**src/hdl/motion_template_matcher_unit_assert.svh**
```systemverilog
// Assertion macros shared by the motion template matcher RTL.
// Expects clk and rst_n in scope at every use; no other dependencies.
`ifndef MOTION_TEMPLATE_MATCHER_UNIT_ASSERT_SVH
`define MOTION_TEMPLATE_MATCHER_UNIT_ASSERT_SVH

`ifndef SYNTHESIS

// Property must hold on every clock edge outside reset.
`define MTM_ASSERT(label, prop, msg) \
    label: assert property (@(posedge clk) disable iff (!rst_n) (prop)) else $error(msg);

// When cond holds, conseq must hold in the next cycle.
`define MTM_ASSERT_NEXT(label, cond, conseq, msg) \
    label: assert property (@(posedge clk) disable iff (!rst_n) (cond) |=> (conseq)) \
        else $error(msg);

`else

`define MTM_ASSERT(label, prop, msg)
`define MTM_ASSERT_NEXT(label, cond, conseq, msg)

`endif

`endif

```
**src/hdl/mtm_pkg.sv**
```systemverilog
// Shared constants, types and stage words for the motion template matcher.
// No dependencies; imported by every module and interface of the block.
`timescale 1ns / 1ps
`default_nettype none

package mtm_pkg;

    localparam int SEQ_LEN     = 20;
    localparam int POS_W       = $clog2(SEQ_LEN);
    localparam int SAMPLE_W    = 6;
    localparam int ACCEL_W     = 16;
    localparam int DIFF_W      = ACCEL_W + 1;
    localparam int SQ_W        = 2 * DIFF_W - 1;
    localparam int LIMIT_W     = 16;
    localparam int LIMSQ_W     = 2 * LIMIT_W;
    localparam int DIST_W      = 34;

    localparam logic [LIMIT_W-1:0] LIMIT_RESET = 16'd448;

    localparam logic CMD_RECORD  = 1'b0;
    localparam logic CMD_COMPARE = 1'b1;

    typedef logic signed [ACCEL_W-1:0] accel_t;
    typedef logic signed [DIFF_W-1:0]  diff_t;
    typedef logic [POS_W-1:0]          pos_t;

    typedef struct packed {
        accel_t x;
        accel_t y;
        accel_t z;
    } vec_t;

    typedef struct packed {
        logic   command;
        logic   first_sample;
        vec_t   accel;
    } in_word_t;

    typedef struct packed {
        pos_t   idx;
        logic   last;
        logic   start;
        logic   compare;
        diff_t  diff_x;
        diff_t  diff_y;
        diff_t  diff_z;
    } diff_word_t;

    typedef struct packed {
        pos_t               idx;
        logic               last;
        logic               start;
        logic               compare;
        logic [SQ_W-1:0]    sq_x;
        logic [SQ_W-1:0]    sq_y;
        logic [SQ_W-1:0]    sq_z;
        logic [LIMSQ_W-1:0] lim_sq;
    } sq_word_t;

endpackage

`default_nettype wire

```
**src/hdl/mtm_square_stage.sv**
```systemverilog
// Squares the per-axis template differences and the distance limit.
// Depends on mtm_pkg.
`timescale 1ns / 1ps
`default_nettype none

module mtm_square_stage
    import mtm_pkg::*;
(
    input  wire logic                clk,
    input  wire logic                rst_n,
    input  wire diff_word_t          a_word,
    input  wire logic                a_valid,
    output logic                     a_ready,
    input  wire logic [LIMIT_W-1:0]  distance_limit,
    output sq_word_t                 b_word,
    output logic                     b_valid,
    input  wire logic                b_ready
);

    sq_word_t b_word_reg, b_word_next;
    logic     b_valid_reg, b_valid_next;
    logic     adv;
    logic signed [2*DIFF_W-1:0] prod_x, prod_y, prod_z;

    assign a_ready = !b_valid_reg || b_ready;
    assign adv     = a_valid && a_ready;

    assign prod_x = a_word.diff_x * a_word.diff_x;
    assign prod_y = a_word.diff_y * a_word.diff_y;
    assign prod_z = a_word.diff_z * a_word.diff_z;

    always_comb
    begin
        b_word_next.idx     = a_word.idx;
        b_word_next.last    = a_word.last;
        b_word_next.start   = a_word.start;
        b_word_next.compare = a_word.compare;
        b_word_next.sq_x    = prod_x[SQ_W-1:0];
        b_word_next.sq_y    = prod_y[SQ_W-1:0];
        b_word_next.sq_z    = prod_z[SQ_W-1:0];
        b_word_next.lim_sq  = LIMSQ_W'(distance_limit) * LIMSQ_W'(distance_limit);
        b_valid_next        = adv ? 1'b1 : (b_ready ? 1'b0 : b_valid_reg);
    end

    always_ff @(posedge clk or negedge rst_n)
    begin
        if (!rst_n)
            b_valid_reg <= 1'b0;
        else
            b_valid_reg <= b_valid_next;
    end

    always_ff @(posedge clk)
    begin
        if (adv)
            b_word_reg <= b_word_next;
    end

    assign b_word  = b_word_reg;
    assign b_valid = b_valid_reg;

endmodule

`default_nettype wire

```
**config.mk**
```make
export PLATFORM = sky130hd
export DESIGN_NAME = mtm_square_stage
export DESIGN_NICKNAME = d
export VERILOG_FILES = /design/src/hdl/motion_template_matcher_unit_assert.svh /design/src/hdl/mtm_pkg.sv /design/src/hdl/mtm_square_stage.sv
export SDC_FILE = /design/constraint.sdc
export NUM_CORES = 2
export LEC_CHECK = 0
export BUFFER_PORTS_ARGS = -buffer_cell sky130_fd_sc_hd__buf_2
export CORE_ASPECT_RATIO = 1.75
export CORE_MARGIN = 1.5
export CORE_UTILIZATION = 60
export DETAILED_ROUTE_END_ITERATION = 8
export PLACE_DENSITY = 0.79
export SLEW_MARGIN = 20
export SYNTH_ARGS = -nofsm -noshare
export SYNTH_HDL_FRONTEND = slang
export SYNTH_SLANG_ARGS = --single-unit
```
**constraint.sdc**
```tcl
create_clock -name clk -period 8.3 [get_ports clk]
set_input_delay 1.245 -clock clk [delete_from_list [all_inputs] [get_ports clk]]
set_output_delay 1.245 -clock clk [all_outputs]
set_load 0.02 [all_outputs]
```
==> summary.md <==
| Metric | Value |
|---|---|
| Status | `finished, final reports clean` |
| Setup slack, reg-to-reg | `5550 ps` |
| Yosys reg bits | `136` |
| CTS tree | `built` |
| DP HPWL | `79.2 mm` |
| Top_reg_cell synth | `edfxtp_1` |
| Total CTS buffers | `17` |
| Largest register FFs | `135` |
| Crit path kind | `input pin to flop` |
| Rows | `125` |
| Post-CTS Hold Buffers | `0` |
| I/O Buffers | `215` |
| RR Endpoint | `b_word[37]$_DFFE_PP_` |
| 1st-pass router iterations | `5` |
| CP delay by family, top | `adder cells` |
| Drt initial violations | `1,240` |
| Crit-path max cell delay | `520 ps` |
| GRT Util Overall | `29.3%` |
| Largest net degree at the start of global routing | `53` |
| Synth-to-layout area growth | `6.41%` |
| NumNets Final | `5,621` |
| Worst Reg-to-Reg Cells | `4` |
| Setup tns final | `0 ps` |
| Antenna violations before repair | `1` |
| Crit start category | `input pin` |
| Drt total wl | `91.7 mm` |
| Area of the multi-input gates | `31,000 um^2` |
| CTS clk-pin slew, worst paths | `70 ps` |
| Post-cts sizing count | `0` |
| Final antenna-violating net count | `0` |
| Post-synth cell types | `56` |
| Syn Std Cell Area | `40,100 um^2` |
| Routed WL per cell | `17.9 um` |
| Synthesis warning total | `0` |
| Final setup viols | `0` |
| Worst R2R Start | `b_valid$_DFFE_PN0P_` |
| Peak Freq | `0.137 GHz` |
| CP endpoint kind | `flop` |
| Worst-Margin Slew | `786 ps` |
| Post-Synthesis Cells | `4,068` |
| IO Count | `220` |
| WP data arrival | `7510 ps` |
| CP max-delay cell | `fa_1` |
| Root buf cell | `clkbuf_16` |
| CP endpoint | `b_word[97]$_DFFE_PP_` |
| Final Hold Vio Count | `0` |
| Post-synth ARST share | `0.735%` |
| Clock skew | `11.5 ps` |
| Vias | `27,400` |
| First-pass GRT wire length | `153 mm` |
| Fin crit period | `7310 ps` |
| Crit-path cells | `buf_2 > inv_1 > nor2_1 > fa_1 > inv_1 > fa_1 > fa_1 > inv_1 > fa_1 > fa_1 > inv_1 > fa_1 > inv_1 > ha_1 > nand4_1 > a211oi_1 > o21ai_0 > a211oi_1 > o31ai_1 > buf_4 > o21ai_0 > o21ai_0 > a21oi_1 > a31oi_1` |
| Max Cap Viol | `0` |
| Seq/Total Area, Yosys | `10.2%` |
| Vias in the first global route | `31,500` |
| Synthesized area per cell | `9.85 um^2` |
| Maximum fanout along the worst path | `16` |
| Congestion Overflow GR | `0` |
| Overall die width | `198 um` |
| Initial Util | `60.6%` |
| Slew Limit Fails | `0` |
| Post-synth EDFFs | `135` |
| FF+latch area | `4080 um^2` |
| ANT cells | `0` |
| Clock latency on the worst-skew pair | `460 ps` |
| Die H | `345 um` |
| Worst path bufs/invs | `7` |
| RSZ-0062 raised after global routing | `false` |
| GPL Wtd Cong | `0.966` |
| CP Launch Point | `a_word[20]` |
| Post-route DRC | `0` |
| Total clock sinks | `136` |
| Fill count | `5,288` |
| Slew margin rel. | `47.4%` |
| Critical path depth | `24` |
| Share of cells above drive strength 1 | `7.23%` |
| Postcts setup bufs | `0` |
| Drt via density | `5.35` |
| Die area | `68,400 um^2` |
| Clock buffer depth | `2` |
| Most frequent CP cell | `fa_1` |
| Worst path required time | `8500 ps` |
| Tcrit/Tclk final | `88.1%` |
| Worst min-delay path category | `input pin to async pin` |
| Core area | `66,200 um^2` |
| CTS H-tree lvls | `4` |
[cells in the final DEF, fill, tap and decap left out, types with 5 or more instances in the layout]
| cell | n |
|---|---|
| o211ai_1 | 9 |
| fa_1 | 951 |
| clkbuf_16 | 17 |
| o21ai_0 | 57 |
| nor2_1 | 143 |
| a21o_1 | 32 |
| a211oi_1 | 11 |
| nand2_1 | 330 |
| xnor2_1 | 135 |
| edfxtp_1 | 135 |
| nand4_1 | 6 |
| nor3_1 | 22 |
| a31o_2 | 15 |
| nand3_1 | 18 |
| nand2b_1 | 22 |
| o21a_1 | 31 |
| inv_6 | 6 |
| a211o_1 | 5 |
| or2_2 | 10 |
| and3_1 | 10 |
| buf_4 | 21 |
| xor2_1 | 32 |
| buf_2 | 215 |
| and2_1 | 204 |
| ha_1 | 360 |
| o31ai_1 | 7 |
| a31oi_1 | 7 |
| o21bai_1 | 10 |
| a21oi_1 | 84 |
| nor2b_1 | 48 |
| or3_1 | 6 |
| inv_1 | 1225 |
[cell families (layout without fill, tap and decap cells)]
kind of cell             Yosys count  in the layout  synth area share [%]
buffers and inverters           1320           1493                  12.4
adder cells (fa/ha/maj)         1311           1311                  58.8
AND/OR/NAND/NOR                  829            829                  9.89
AO/OA/AOI/OAI                    300            300                  4.98
XOR/XNOR                         167            167                  3.65
flip-flops                       136            136                  10.2
multiplexers                       4              4                 0.112
other                              1              4               0.00936
[cells in the mapped netlist (all sizes together) (9+ instances only)]
master	n	share of area, %
or2	10	0.16
nand3	18	0.22
nor3	22	0.27
nand2	330	3.1
o211ai	9	0.17
and3	10	0.16
edfxtp	135	10
a21o	33	0.62
a21oi	86	1.1
a31o	15	0.33
xor2	32	0.70
o21ai	58	0.73
clkbuf	91	0.85
nand2b	22	0.34
o21bai	10	0.19
inv	1225	11
nor2	143	1.3
a211oi	11	0.21
fa	951	48
nor2b	48	0.75
ha	360	11
o21a	31	0.58
xnor2	135	3.0
and2	205	3.2
[cell type report]
cell class,instances,area share [%]
clock buffer,17,0.998
timing repair buffer,236,2.89
inverter,1225,10.8
multi-input combinational,2615,72.8
tap,889,2.61
clock inverter,15,0.364
sequential,136,9.57
[per-stage QoR]
| stage | hold WS, ps | instances | util, % | worst slack [ps] | area (um^2) |
|---|---|---|---|---|---|
| final | 553 | 5133 | 64.4 | 990 | 42600 |
| after global routing | 524 | 5133 | 64.4 | 623 | 42600 |
| after CTS | 520 | 5133 | 64.4 | 1010 | 42600 |
| after detailed placement | 547 | 5101 | 63.6 | 521 | 42000 |
| after global placement | 528 | 5101 | 63.6 | 603 | 42000 |
| after floorplan | 783 | 4071 | - | 1010 | 40100 |
[per-layer routing]
metal / global-route usage, % / up-vias / part of all wire, %
met5: 0 / - / 0.013
met4: 15.7 / 2 / 5.8
met3: 3.74 / 317 / 4.7
met2: 56.5 / 868 / 56
met1: 30.3 / 14000 / 33
li1: - / 12300 / -
[worst min path at each step]
| stage | cells after the start | start | slack, ps | endpoint |
|---|---|---|---|---|
| after floorplan | 2 | b_valid$_DFFE_PN0P_ | 780 | b_valid$_DFFE_PN0P_ |
| after global placement | 2 | b_valid$_DFFE_PN0P_ | 530 | b_valid$_DFFE_PN0P_ |
| after detailed placement | 2 | b_valid$_DFFE_PN0P_ | 550 | b_valid$_DFFE_PN0P_ |
| after CTS | 1 | rst_n | 520 | b_valid$_DFFE_PN0P_ |
| after global routing | 1 | rst_n | 520 | b_valid$_DFFE_PN0P_ |
| final | 1 | rst_n | 550 | b_valid$_DFFE_PN0P_ |
Power is not shown: default switching activity piles up to over one toggle a cycle in this logic, so the estimate is an artifact.
